## config.mk

```make
export PLATFORM = sky130hd
export DESIGN_NAME = scancode_queue_ascii_translator_flat
export DESIGN_NICKNAME = d
export VERILOG_FILES = /design/src/rtl/scq_pkg.sv /design/src/rtl/scq_if.sv /design/src/rtl/scq_ram.sv /design/src/rtl/scancode_queue_ascii_translator.sv /design/src/flat_wrapper.sv
export SDC_FILE = /design/constraint.sdc
export NUM_CORES = 1
export LEC_CHECK = 0
export ABC_CLOCK_PERIOD_IN_PS = 8700
export BUFFER_PORTS_ARGS = -buffer_cell sky130_fd_sc_hd__buf_2
export CELL_PAD_IN_SITES_DETAIL_PLACEMENT = 0
export CELL_PAD_IN_SITES_GLOBAL_PLACEMENT = 1
export CORE_ASPECT_RATIO = 0.75
export CORE_MARGIN = 2
export CORE_UTILIZATION = 40
export CTS_CLUSTER_DIAMETER = 40
export DETAILED_ROUTE_END_ITERATION = 10
export PLACE_DENSITY_LB_ADDON = 0.1
export SLEW_MARGIN = 20
export SYNTH_ARGS = -nofsm -noshare
export SYNTH_HDL_FRONTEND = slang
export SYNTH_SLANG_ARGS = --single-unit
```

## constraint.sdc

```tcl
create_clock -name clk -period 8.7 [get_ports clk]
set_input_delay 0.87 -clock clk [delete_from_list [all_inputs] [get_ports clk]]
set_output_delay 0.87 -clock clk [all_outputs]
set_load 0.005 [all_outputs]
```

## src/rtl/scq_pkg.sv

```systemverilog
// ----------------------------------------------------------------------------
// scq_pkg
// Shared constants and keymaps for the scancode queue translator.
// ----------------------------------------------------------------------------
package scq_pkg;

  typedef enum logic [0:0] {
    CMD_PUSH = 1'b0,
    CMD_POP  = 1'b1
  } cmd_t;

  typedef logic [7:0] byte_t;

  // set-1 codes with special handling
  localparam byte_t SC_CTRL        = 8'h1D;
  localparam byte_t SC_LSHIFT      = 8'h2A;
  localparam byte_t SC_RSHIFT      = 8'h36;
  localparam byte_t SC_ALT         = 8'h38;
  localparam byte_t SC_CAPS        = 8'h3A;
  localparam byte_t SC_LSHIFT_BRK  = 8'hAA;
  localparam byte_t SC_RSHIFT_BRK  = 8'hB6;

  localparam int unsigned MAP_SIZE = 60;

  localparam byte_t MAP_PLAIN [0:MAP_SIZE-1] = '{
    8'h00, 8'h1B, 8'h31, 8'h32, 8'h33, 8'h34, 8'h35, 8'h36, 8'h37, 8'h38,
    8'h39, 8'h30, 8'h2D, 8'h3D, 8'h08, 8'h09, 8'h71, 8'h77, 8'h65, 8'h72,
    8'h74, 8'h79, 8'h75, 8'h69, 8'h6F, 8'h70, 8'h5B, 8'h5D, 8'h0A, 8'hBF,
    8'h61, 8'h73, 8'h64, 8'h66, 8'h67, 8'h68, 8'h6A, 8'h6B, 8'h6C, 8'h3B,
    8'h27, 8'h60, 8'hAE, 8'h5C, 8'h7A, 8'h78, 8'h63, 8'h76, 8'h62, 8'h6E,
    8'h6D, 8'h2C, 8'h2E, 8'h2F, 8'hAF, 8'h2A, 8'h8E, 8'h20, 8'hB8, 8'h0C
  };

  localparam byte_t MAP_SHIFTED [0:MAP_SIZE-1] = '{
    8'h00, 8'h1B, 8'h21, 8'h40, 8'h23, 8'h24, 8'h25, 8'h5E, 8'h26, 8'h2A,
    8'h28, 8'h29, 8'h5F, 8'h2B, 8'h08, 8'h09, 8'h51, 8'h57, 8'h45, 8'h52,
    8'h54, 8'h59, 8'h55, 8'h49, 8'h4F, 8'h50, 8'h7B, 8'h7D, 8'h0A, 8'hBF,
    8'h41, 8'h53, 8'h44, 8'h46, 8'h47, 8'h48, 8'h4A, 8'h4B, 8'h4C, 8'h3A,
    8'h22, 8'h7E, 8'hAE, 8'h7C, 8'h5A, 8'h58, 8'h43, 8'h56, 8'h42, 8'h4E,
    8'h4D, 8'h3C, 8'h3E, 8'h3F, 8'hAF, 8'h2A, 8'h8E, 8'h20, 8'hB8, 8'h0C
  };

  localparam byte_t MAP_CAPITAL [0:MAP_SIZE-1] = '{
    8'h00, 8'h1B, 8'h31, 8'h32, 8'h33, 8'h34, 8'h35, 8'h36, 8'h37, 8'h38,
    8'h39, 8'h30, 8'h2D, 8'h3D, 8'h08, 8'h09, 8'h51, 8'h57, 8'h45, 8'h52,
    8'h54, 8'h59, 8'h55, 8'h49, 8'h4F, 8'h50, 8'h5B, 8'h5D, 8'h0A, 8'hBF,
    8'h41, 8'h53, 8'h44, 8'h46, 8'h47, 8'h48, 8'h4A, 8'h4B, 8'h4C, 8'h3B,
    8'h27, 8'h60, 8'hAE, 8'h5C, 8'h5A, 8'h58, 8'h43, 8'h56, 8'h42, 8'h4E,
    8'h4D, 8'h2C, 8'h2E, 8'h2F, 8'hAF, 8'h2A, 8'h8E, 8'h20, 8'hB8, 8'h0C
  };

endpackage

```

## src/rtl/scq_if.sv

```systemverilog
// ----------------------------------------------------------------------------
// scq_in_if / scq_out_if
// Valid/ready channels for command beats and result beats.
// ----------------------------------------------------------------------------
interface scq_in_if;
  logic       valid;
  logic       ready;
  logic [0:0] cmd;
  logic [7:0] scan_byte;

  modport source (output valid, output cmd, output scan_byte, input ready);
  modport sink   (input valid, input cmd, input scan_byte, output ready);
endinterface

interface scq_out_if;
  logic       valid;
  logic       ready;
  logic       push_taken;
  logic       queue_was_empty;
  logic       char_valid;
  logic [7:0] char_code;
  logic       shift_on;
  logic       caps_on;

  modport source (output valid, output push_taken, output queue_was_empty,
                  output char_valid, output char_code, output shift_on,
                  output caps_on, input ready);
  modport sink   (input valid, input push_taken, input queue_was_empty,
                  input char_valid, input char_code, input shift_on,
                  input caps_on, output ready);
endinterface

```

## src/rtl/scq_ram.sv

```systemverilog
// ----------------------------------------------------------------------------
// scq_ram
// Simple dual-port RAM, one write port, one read port, registered read.
// ----------------------------------------------------------------------------
module scq_ram #(
  parameter int WIDTH = 8,
  parameter int DEPTH = 64
) (
  input  logic                     clk,
  input  logic                     we,
  input  logic [$clog2(DEPTH)-1:0] waddr,
  input  logic [WIDTH-1:0]         wdata,
  input  logic                     re,
  input  logic [$clog2(DEPTH)-1:0] raddr,
  output logic [WIDTH-1:0]         rdata
);

  logic [WIDTH-1:0] mem [0:DEPTH-1];

  always_ff @(posedge clk) begin
    if (we) begin
      mem[waddr] <= wdata;
    end
    if (re) begin
      rdata <= mem[raddr];
    end
  end

endmodule

```

## src/rtl/scancode_queue_ascii_translator.sv

```systemverilog
// ----------------------------------------------------------------------------
// scancode_queue_ascii_translator
// A command beat passes the queue RAM read, then the output register.
//   Throughput: one beat per cycle while results are taken, limited by the
//   single RAM write and read ports, one command using at most one each.
// Reset (rst, synchronous): pointers, shift and caps state and all valid
//   flags clear at once; queue RAM contents are not cleared. Command ready
//   is held low while rst is high.
// ----------------------------------------------------------------------------
module scancode_queue_ascii_translator #(
  parameter int QUEUE_DEPTH = 64
) (
  input  logic             clk,
  input  logic             rst,
  scq_in_if.sink           items,
  scq_out_if.source        results
);
  import scq_pkg::*;

  localparam int PW = $clog2(QUEUE_DEPTH);
  localparam logic [PW-1:0] LAST_SLOT = PW'(QUEUE_DEPTH - 1);

  // --------------------------------------------------------------------------
  // Pointers, live at the accept stage. A pop can only read a slot that was
  // written on an earlier cycle, so the RAM needs no bypass.
  // --------------------------------------------------------------------------
  logic [PW-1:0] wr_ptr, rd_ptr;
  logic [PW-1:0] wr_ptr_inc, rd_ptr_inc;
  logic          accept, is_pop, q_empty, q_full;
  logic          do_push, do_pop;

  assign wr_ptr_inc = (wr_ptr == LAST_SLOT) ? '0 : wr_ptr + 1'b1;
  assign rd_ptr_inc = (rd_ptr == LAST_SLOT) ? '0 : rd_ptr + 1'b1;
  assign q_empty    = (wr_ptr == rd_ptr);
  assign q_full     = (wr_ptr_inc == rd_ptr);   // one slot kept free

  assign accept  = items.valid && items.ready;
  assign is_pop  = (cmd_t'(items.cmd) == CMD_POP);
  assign do_push = accept && !is_pop && !q_full;
  assign do_pop  = accept && is_pop && !q_empty;

  always_ff @(posedge clk) begin
    if (rst) begin
      wr_ptr <= '0;
      rd_ptr <= '0;
    end else begin
      if (do_push) wr_ptr <= wr_ptr_inc;
      if (do_pop)  rd_ptr <= rd_ptr_inc;
    end
  end

  // --------------------------------------------------------------------------
  // Queue storage
  // --------------------------------------------------------------------------
  byte_t rd_data;

  scq_ram #(
    .WIDTH (8),
    .DEPTH (QUEUE_DEPTH)
  ) u_queue (
    .clk   (clk),
    .we    (do_push),
    .waddr (wr_ptr),
    .wdata (items.scan_byte),
    .re    (do_pop),
    .raddr (rd_ptr),
    .rdata (rd_data)
  );

  // --------------------------------------------------------------------------
  // Stage 1: beat waits for RAM data. The RAM output only reloads on a new
  // pop, so it holds while this stage is stalled.
  // --------------------------------------------------------------------------
  logic s1_valid, s1_pop, s1_empty, s1_taken;
  logic advance;

  assign advance     = !results.valid || results.ready;
  assign items.ready = !rst && (!s1_valid || advance);

  always_ff @(posedge clk) begin
    if (rst) begin
      s1_valid <= 1'b0;
    end else if (items.ready) begin
      s1_valid <= items.valid;
    end
  end

  always_ff @(posedge clk) begin
    if (accept) begin
      s1_pop   <= is_pop;
      s1_empty <= is_pop && q_empty;
      s1_taken <= do_push;
    end
  end

  // --------------------------------------------------------------------------
  // Retire: modifier update and keymap lookup, state written back on the
  // cycle the beat moves into the output register.
  // --------------------------------------------------------------------------
  logic  shift_held, caps_locked;
  logic  shift_next, caps_next;
  logic  hit, translate;
  byte_t char_next;
  logic [5:0] map_idx;

  assign hit     = s1_pop && !s1_empty;
  assign map_idx = rd_data[5:0];

  always_comb begin
    shift_next = shift_held;
    caps_next  = caps_locked;
    if (hit) begin
      if (rd_data == SC_LSHIFT || rd_data == SC_RSHIFT) begin
        shift_next = 1'b1;
      end else if (rd_data == SC_LSHIFT_BRK || rd_data == SC_RSHIFT_BRK) begin
        shift_next = 1'b0;
      end
      if (rd_data == SC_CAPS) begin
        caps_next = !caps_locked;
      end
    end
  end

  // modifiers and codes past the map give no character
  assign translate = hit && (rd_data < 8'(MAP_SIZE)) &&
                     rd_data != SC_CTRL && rd_data != SC_LSHIFT &&
                     rd_data != SC_RSHIFT && rd_data != SC_ALT &&
                     rd_data != SC_CAPS;

  // caps and shift together fall back to the plain map
  always_comb begin
    char_next = '0;
    if (translate) begin
      if (caps_next && !shift_next) begin
        char_next = MAP_CAPITAL[map_idx];
      end else if (shift_next && !caps_next) begin
        char_next = MAP_SHIFTED[map_idx];
      end else begin
        char_next = MAP_PLAIN[map_idx];
      end
    end
  end

  always_ff @(posedge clk) begin
    if (rst) begin
      shift_held    <= 1'b0;
      caps_locked   <= 1'b0;
      results.valid <= 1'b0;
    end else if (advance) begin
      results.valid <= s1_valid;
      if (s1_valid) begin
        shift_held  <= shift_next;
        caps_locked <= caps_next;
      end
    end
  end

  always_ff @(posedge clk) begin
    if (advance && s1_valid) begin
      results.push_taken      <= s1_taken;
      results.queue_was_empty <= s1_empty;
      results.char_valid      <= translate;
      results.char_code       <= char_next;
      results.shift_on        <= shift_next;
      results.caps_on         <= caps_next;
    end
  end

endmodule

```

## src/flat_wrapper.sv

```systemverilog
// flat-port wrapper written by rule: the top's interface ports become plain ports
module scancode_queue_ascii_translator_flat import scq_pkg::*;
#(
  parameter int QUEUE_DEPTH = 64
)
  (clk, rst, items_valid, items_cmd, items_scan_byte, items_ready, results_valid, results_push_taken, results_queue_was_empty, results_char_valid, results_char_code, results_shift_on, results_caps_on, results_ready);
  scq_in_if items_i ();
  scq_out_if results_i ();
  input  logic clk;
  input  logic rst;
  input wire logic [$bits(items_i.valid)-1:0] items_valid;
  input wire logic [$bits(items_i.cmd)-1:0] items_cmd;
  input wire logic [$bits(items_i.scan_byte)-1:0] items_scan_byte;
  output wire logic [$bits(items_i.ready)-1:0] items_ready;
  output wire logic [$bits(results_i.valid)-1:0] results_valid;
  output wire logic [$bits(results_i.push_taken)-1:0] results_push_taken;
  output wire logic [$bits(results_i.queue_was_empty)-1:0] results_queue_was_empty;
  output wire logic [$bits(results_i.char_valid)-1:0] results_char_valid;
  output wire logic [$bits(results_i.char_code)-1:0] results_char_code;
  output wire logic [$bits(results_i.shift_on)-1:0] results_shift_on;
  output wire logic [$bits(results_i.caps_on)-1:0] results_caps_on;
  input wire logic [$bits(results_i.ready)-1:0] results_ready;
  assign items_i.valid = items_valid;
  assign items_i.cmd = items_cmd;
  assign items_i.scan_byte = items_scan_byte;
  assign items_ready = items_i.ready;
  assign results_valid = results_i.valid;
  assign results_push_taken = results_i.push_taken;
  assign results_queue_was_empty = results_i.queue_was_empty;
  assign results_char_valid = results_i.char_valid;
  assign results_char_code = results_i.char_code;
  assign results_shift_on = results_i.shift_on;
  assign results_caps_on = results_i.caps_on;
  assign results_i.ready = results_ready;
  scancode_queue_ascii_translator #(.QUEUE_DEPTH(QUEUE_DEPTH)) u_core (.clk(clk), .rst(rst), .items(items_i), .results(results_i));
endmodule
```

# Yosys cells after proc, flatten, opt, wreduce, memory -nomap -nowiden
# Memory sizes are Yosys's and may differ from the RTL's. A register that Yosys moved wholly into a read port is not among the register bits.
# Index checks and enable logic that the tools add are counted.
# Widths: inputs -> output; s select.
[word_totals] reg_bits=32 latch_bits=0 ramBits=512 rom_bits=1536 input_bits=13 out_inout_bits=15 word_cells=87 n_memories=4
[mem_list] memory="(no name shown)" words=64 word_bits=8 read_ports=1 rd_ports_with_merged_regs=0 write_ports=0 line_no="scancode_queue_ascii_translator.sv:135" source="char_next = MAP_CAPITAL[map_idx];"
[mem_list] memory="(no name shown)" words=64 word_bits=8 read_ports=1 rd_ports_with_merged_regs=0 write_ports=0 line_no="scancode_queue_ascii_translator.sv:137" source="char_next = MAP_SHIFTED[map_idx];"
[mem_list] memory="(no name shown)" words=64 word_bits=8 read_ports=1 rd_ports_with_merged_regs=0 write_ports=0 line_no="scancode_queue_ascii_translator.sv:139" source="char_next = MAP_PLAIN[map_idx];"
[mem_list] memory="u_core.u_queue.mem" words=64 word_bits=8 read_ports=1 rd_ports_with_merged_regs=1 write_ports=1 line_no="scq_ram.sv:18" source="logic [WIDTH-1:0] mem [0:DEPTH-1];"
[classes] n_addsub=2 n_mul=0 n_div=0 order_cmp=2 n_eq_ne=14 n_shift=0 muxes=17 n_bitwise=1 reduce_logical=32
[ops] operator="$mux 8" count=8
[ops] operator="$ne 8x6->1 const B" count=4
[ops] operator="$eq 8x6->1 const B" count=3
[ops] operator="$logic_and 1x1->1" count=17
[ops] operator="$eq 8x8->1 const B" count=2
[ops] operator="$add 6x1->6 const B" count=2
[ops] operator="$eq 6x6->1" count=2
[ops] operator="$eq 6x6->1 const B" count=2
[ops] operator="$mux 6" count=2
[ops] operator="$logic_not 1->1" count=10
[ops] operator="$lt 8x6->1 const B" count=1
[ops] operator="$ne 8x5->1 const B" count=1
[ops] operator="$ge 7x7->1 const B" count=1
[ops] operator="$mux 1" count=7
[ops] operator="$not 6->7" count=1
[ops] operator="$logic_or 1x1->1" count=4
[ops] operator="$reduce_and 2->1" count=1

# Depth between registers and ports, before layout
[depth] word_depth=9 depth_mapped=10 ltp_nobuf=8

# Hierarchy
# From an unflattened synthesis, not the netlist that was laid out.
[unflattened] cells_unflattened=1310 hier_area_um2=23233.5
[modules_own_cells] mod="scq_ram" n_inst=1 cells_each=940 area_per_inst_um2=20246.9 seq_area_each_um2=15615.0
[modules_own_cells] mod="scancode_queue_ascii_translator" n_inst=1 cells_each=370 area_per_inst_um2=2986.6 seq_area_each_um2=800.8

# Worst setup path before layout
# Ideal clock, no wire load.
[synth_timing] path_type="in2reg" from="in results_ready" to="mem u_core.u_queue.mem[12][0] (enable)" setup_ps=395 t_arrival_ps=3062 required_time_ps=8305 path_slack_ps=5243 path_stages=7 n_path_buf=2 path_cell_list="and3b_1 > nor3b_1 > and2_1 > clkbuf_1 > o21ai_1 > buf_2 > nor4_1"
[synth_between] elab_chain_cells=8
[synth_rtl] item="from (decl)" line_no="flat_wrapper.sv:22" source="input wire logic [$bits(results_i.ready)-1:0] results_ready;"
[synth_rtl] item="$logic_or 1x1->1" line_no="scancode_queue_ascii_translator.sv:77" source="assign advance = !results.valid || results.ready;"
[synth_rtl] item="$logic_or 1x1->1" line_no="scancode_queue_ascii_translator.sv:78" source="assign items.ready = !rst && (!s1_valid || advance);"
[synth_rtl] item="$logic_and 1x1->1" line_no="scancode_queue_ascii_translator.sv:78"
[synth_rtl] item="$logic_and 1x1->1" line_no="scancode_queue_ascii_translator.sv:37" source="assign accept = items.valid && items.ready;"
[synth_rtl] item="$logic_and 1x1->1 (2 in a row)" line_no="scancode_queue_ascii_translator.sv:39" source="assign do_push = accept && !is_pop && !q_full;"
[synth_rtl] item="$mux 1" line_no="scq_ram.sv:21" source="if (we) begin"
[synth_rtl] item="$mux 1 (not written as such)" line_no="scq_ram.sv:22" source="mem[waddr] <= wdata;"
[synth_rtl] item="to (decl)" line_no="scq_ram.sv:18"
# No other way between the ends.

# Worst setup path after layout
[layout_timing] from="reg u_core.wr_ptr[2]" to="mem u_core.u_queue.mem[16][3] (enable)"
[layout_between] elab_chain_cells=7 elab_cells_between_ends=8 classes_between="add/sub: 1; eq/ne: 2; mux: 3; reduce/logical: 2"
[layout_rtl] item="from (decl)" line_no="scancode_queue_ascii_translator.sv:27" source="logic [PW-1:0] wr_ptr, rd_ptr;"
[layout_rtl] item="from (signal assigned)" line_no="scancode_queue_ascii_translator.sv:47" source="if (do_push) wr_ptr <= wr_ptr_inc;"
[layout_rtl] item="$add 6x1->6 or $eq 6x6->1 (tied branches)" line_no="scancode_queue_ascii_translator.sv:32" source="assign wr_ptr_inc = (wr_ptr == LAST_SLOT) ? '0 : wr_ptr + 1'b1;"
[layout_rtl] item="$mux 6" line_no="scancode_queue_ascii_translator.sv:32"
[layout_rtl] item="$eq 6x6->1" line_no="scancode_queue_ascii_translator.sv:35" source="assign q_full = (wr_ptr_inc == rd_ptr);"
[layout_rtl] item="$logic_not 1->1" line_no="scancode_queue_ascii_translator.sv:39"
[layout_rtl] item="$logic_and 1x1->1" line_no="scancode_queue_ascii_translator.sv:39"
[layout_rtl] item="$mux 1" line_no="scq_ram.sv:21"
[layout_rtl] item="$mux 1 (not written as such)" line_no="scq_ram.sv:22"
# Parallel ways exist; a longest one is shown, timed or not.

==> metrics.md <==
| Metric | Value |
|---|---|
| Status | `finished clean` |
| Crit Path Max Fanout | `36` |
| Antenna viol nets, final | `0` |
| Total global routing overflow | `0` |
| Min cycle time layout | `about 4.4 ns` |
| IO buf count | `27` |
| Seq cells post-synth | `approximately 550` |
| Global-route wire length before repair | `between 80000 and 90000 microns` |
| Max-Cap Viols | `0` |
| DRC | `0` |
| Slack of the critical path | `~4.3 ns` |
| Ant diodes | `0` |
| TritonCTS clock tree | `yes` |
| H-Tree Level Count | `3` |
| Seq. cell area | `between 15000 and 20000 sq um` |
| DRT Pass-1 Iters | `5` |
| Number of synthesized flops with an enable pin | `approximately 540` |
| Share of cells above drive strength 1 | `0.288` |
| CP required | `approximately 9 ns` |
| Filler instances | `a little under 5000` |
| WL final | `60000 microns` |
| Leakage power | `8.30 nW` |
| Die Y | `212 microns` |
| Post-DP HPWL | `36200 microns` |
| Inserted Clock Buffers | `74` |
| Largest net degree at the start of global routing | `65` |
| Setup TNS | `0 ns` |
| Met1 Usage GRT | `0.318` |
| Core area | `~57000 sq um` |
| Vias in the first global route | `around 12000` |
| Dpl ws | `roughly 4.3 ns` |
| Final setup violation count | `0` |
| Area taken by multi-input logic gates | `6380 sq um` |
| Synthesized area | `between 20000 and 25000 sq um` |
| Startpoint Class | `flop` |
| Average size of a mapped cell | `18.7 sq um` |
| Avg Vias per Cell | `about 5.7` |
| PostCTS Resize Cnt | `0` |
| Syn. warnings | `0` |
| Most frequent cell after synthesis | `edfxtp_1` |
| Layout Utilization | `0.466` |
| All-Layer GR Usage | `0.207` |
| Placed Cells | `1984` |
| Layout area overhead | `15.4%` |
| Slew margin rel. | `0.282` |
| Routed len/inst | `about 28 microns` |
| Crit path capture type | `flop` |
| Synth Flop Type | `edfxtp_1` |
| Post-synthesis sequential area ratio | `0.709` |
| Fmax | `around 230 MHz` |
| RSZ-0062 raised after global routing | `no` |
| Dominant cell type by area after synthesis | `edfxtp_1` |
| Asr flop ratio synth | `0` |
| # IOs | `28` |
| Row cnt | `between 70 and 80` |
| Routability Congestion | `approximately 0.82` |
| Worst-Skew Late Latency | `~0.61 ns` |
| Clock Sinks | `approximately 550` |
| Top-area cell type share of the netlist area | `0.695` |
| Max-slew violation count | `0` |
| Final setup skew | `~0.026 ns` |
| DR iter-0 viols | `around 1400` |
| Dominant cells by area after synthesis | `edfxtp_1 70%, mux4_2 15%, dfxtp_1 1.4%` |
| Post-synth top cells | `536 x edfxtp_1, 156 x mux4_2, 61 x nor3_1, 40 x a21oi_1, 40 x clkbuf_1` |
| GR Layer Usage met2 | `0.294` |
| Clock-pin slew on the worst setup and hold paths | `approximately 0.060 ns` |
| Final nets | `between 1000 and 1500` |
| Starting Density | `0.404` |
| Count of cell types in the netlist | `68` |
| Gr busiest metal | `met1` |
| Met3 usage | `0.0536` |
| Post-CTS Setup Bufs | `0` |
| CTS max path bufs | `3` |
| Power Dens Cells | `roughly 230 nW/um^2` |
| CTS root buf | `clkbuf_16` |
| Worst EP arrival | `between 4 and 5 ns` |
| Post-synthesis instance total | `between 1000 and 1500` |
| Crit Path Class | `flop to flop` |
| CTS Hold Bufs | `0` |
| Final Hold Viols | `0` |
| Worst slew pin tran | `1.07 ns` |
| Max VDD drop | `around 0.00023 V` |
| Die width | `between 200 and 300 microns` |
| Die area | `59800 sq um` |
| Vias | `between 10000 and 15000` |
| Fin cells | `about 2100` |
| Initial antenna violation count | `0` |
| Final Cycle Share | `0.510` |
| Worst min-delay path class | `flop to flop` |
| Fin Hold WS | `0.427 ns` |
| Syn_nets | `1266` |
cells in the final DEF (no fill, tap or decap), types with 12 or more instances in the layout:
cell       netlist  final
edfxtp_1       536    536
mux4_2         156    156
clkbuf_16        0     77
nor3_1          61     41
a21oi_1         40     40
buf_4           11     40
nor2_1          38     38
nand2_1         34     34
o21ai_0         29     29
nor3_2           0     20
buf_2           19     20
a211oi_1        19     19
nor2b_1         18     18
mux2i_1         17     17
ha_1            16     16
nand2b_1        14     14
dfxtp_1         16     12
routing by layer:
layer	wire length [microns]	part of all wire
met1	28900	0.48
met2	25800	0.43
met3	4210	0.070
met4	1060	0.018
met5	0	0
stage by stage:
stage               instance area [sq um]  power [mW]
floorplan                           23200        3.07
global route                        26700        6.32
global placement                    24100        3.16
CTS                                 26700        6.19
detailed placement                  24200        3.16
finish                              26700        6.13
state kept, by name, summed over array words and instances (netlist names), 6 cells and up:
signal                    cells
u_core.u_queue.mem          512
u_core.results.char_code      8
u_core.u_queue.rdata          8
u_core.rd_ptr                 6
u_core.wr_ptr                 6
where the power goes:
part           total (mW)  internal, mW  switching, mW
Sequential           2.93          2.92        0.00966
Clock                3.02          1.83           1.19
Combinational       0.169        0.0520          0.117
Total                6.13          4.80           1.32
cell families after synthesis:
group,share of synthesized area
compound gates,0.0443
xor+xnor,0.00454
fa+ha+maj,0.00865
buf+inv,0.0224
flops,0.709
mux,0.161
other cells,0.000162
simple gates,0.0499
final timing paths:
path         slack [ns]  cells past startpoint                         to             start
max                4.26                      7  u_core.u_queue.mem[16][3]  u_core.wr_ptr[2]
min                0.43                      0  u_core.results.push_taken   u_core.s1_taken
max reg2reg        4.26                      7  u_core.u_queue.mem[16][3]  u_core.wr_ptr[2]
min reg2reg        0.43                      0  u_core.results.push_taken   u_core.s1_taken
cell type report:
class	count	share of cell area
inverter	14	0.00197
clock inverter	51	0.0197
multi-input combinational	578	0.239
timing repair buffer	60	0.0150
clock buffer	83	0.0730
tap	780	0.0365
sequential	552	0.615
critical path, cell delays in order, from the launching register on:
cell and delay, ns:
dfxtp_1 0.70, nand3_1 0.75, xor2_1 0.41, nor3_1 0.07, a21o_1 0.28, o21ai_4 0.79
buf_4 0.69, nor3_1 0.35
No activity file was read; power rests on OpenSTA's default activity.
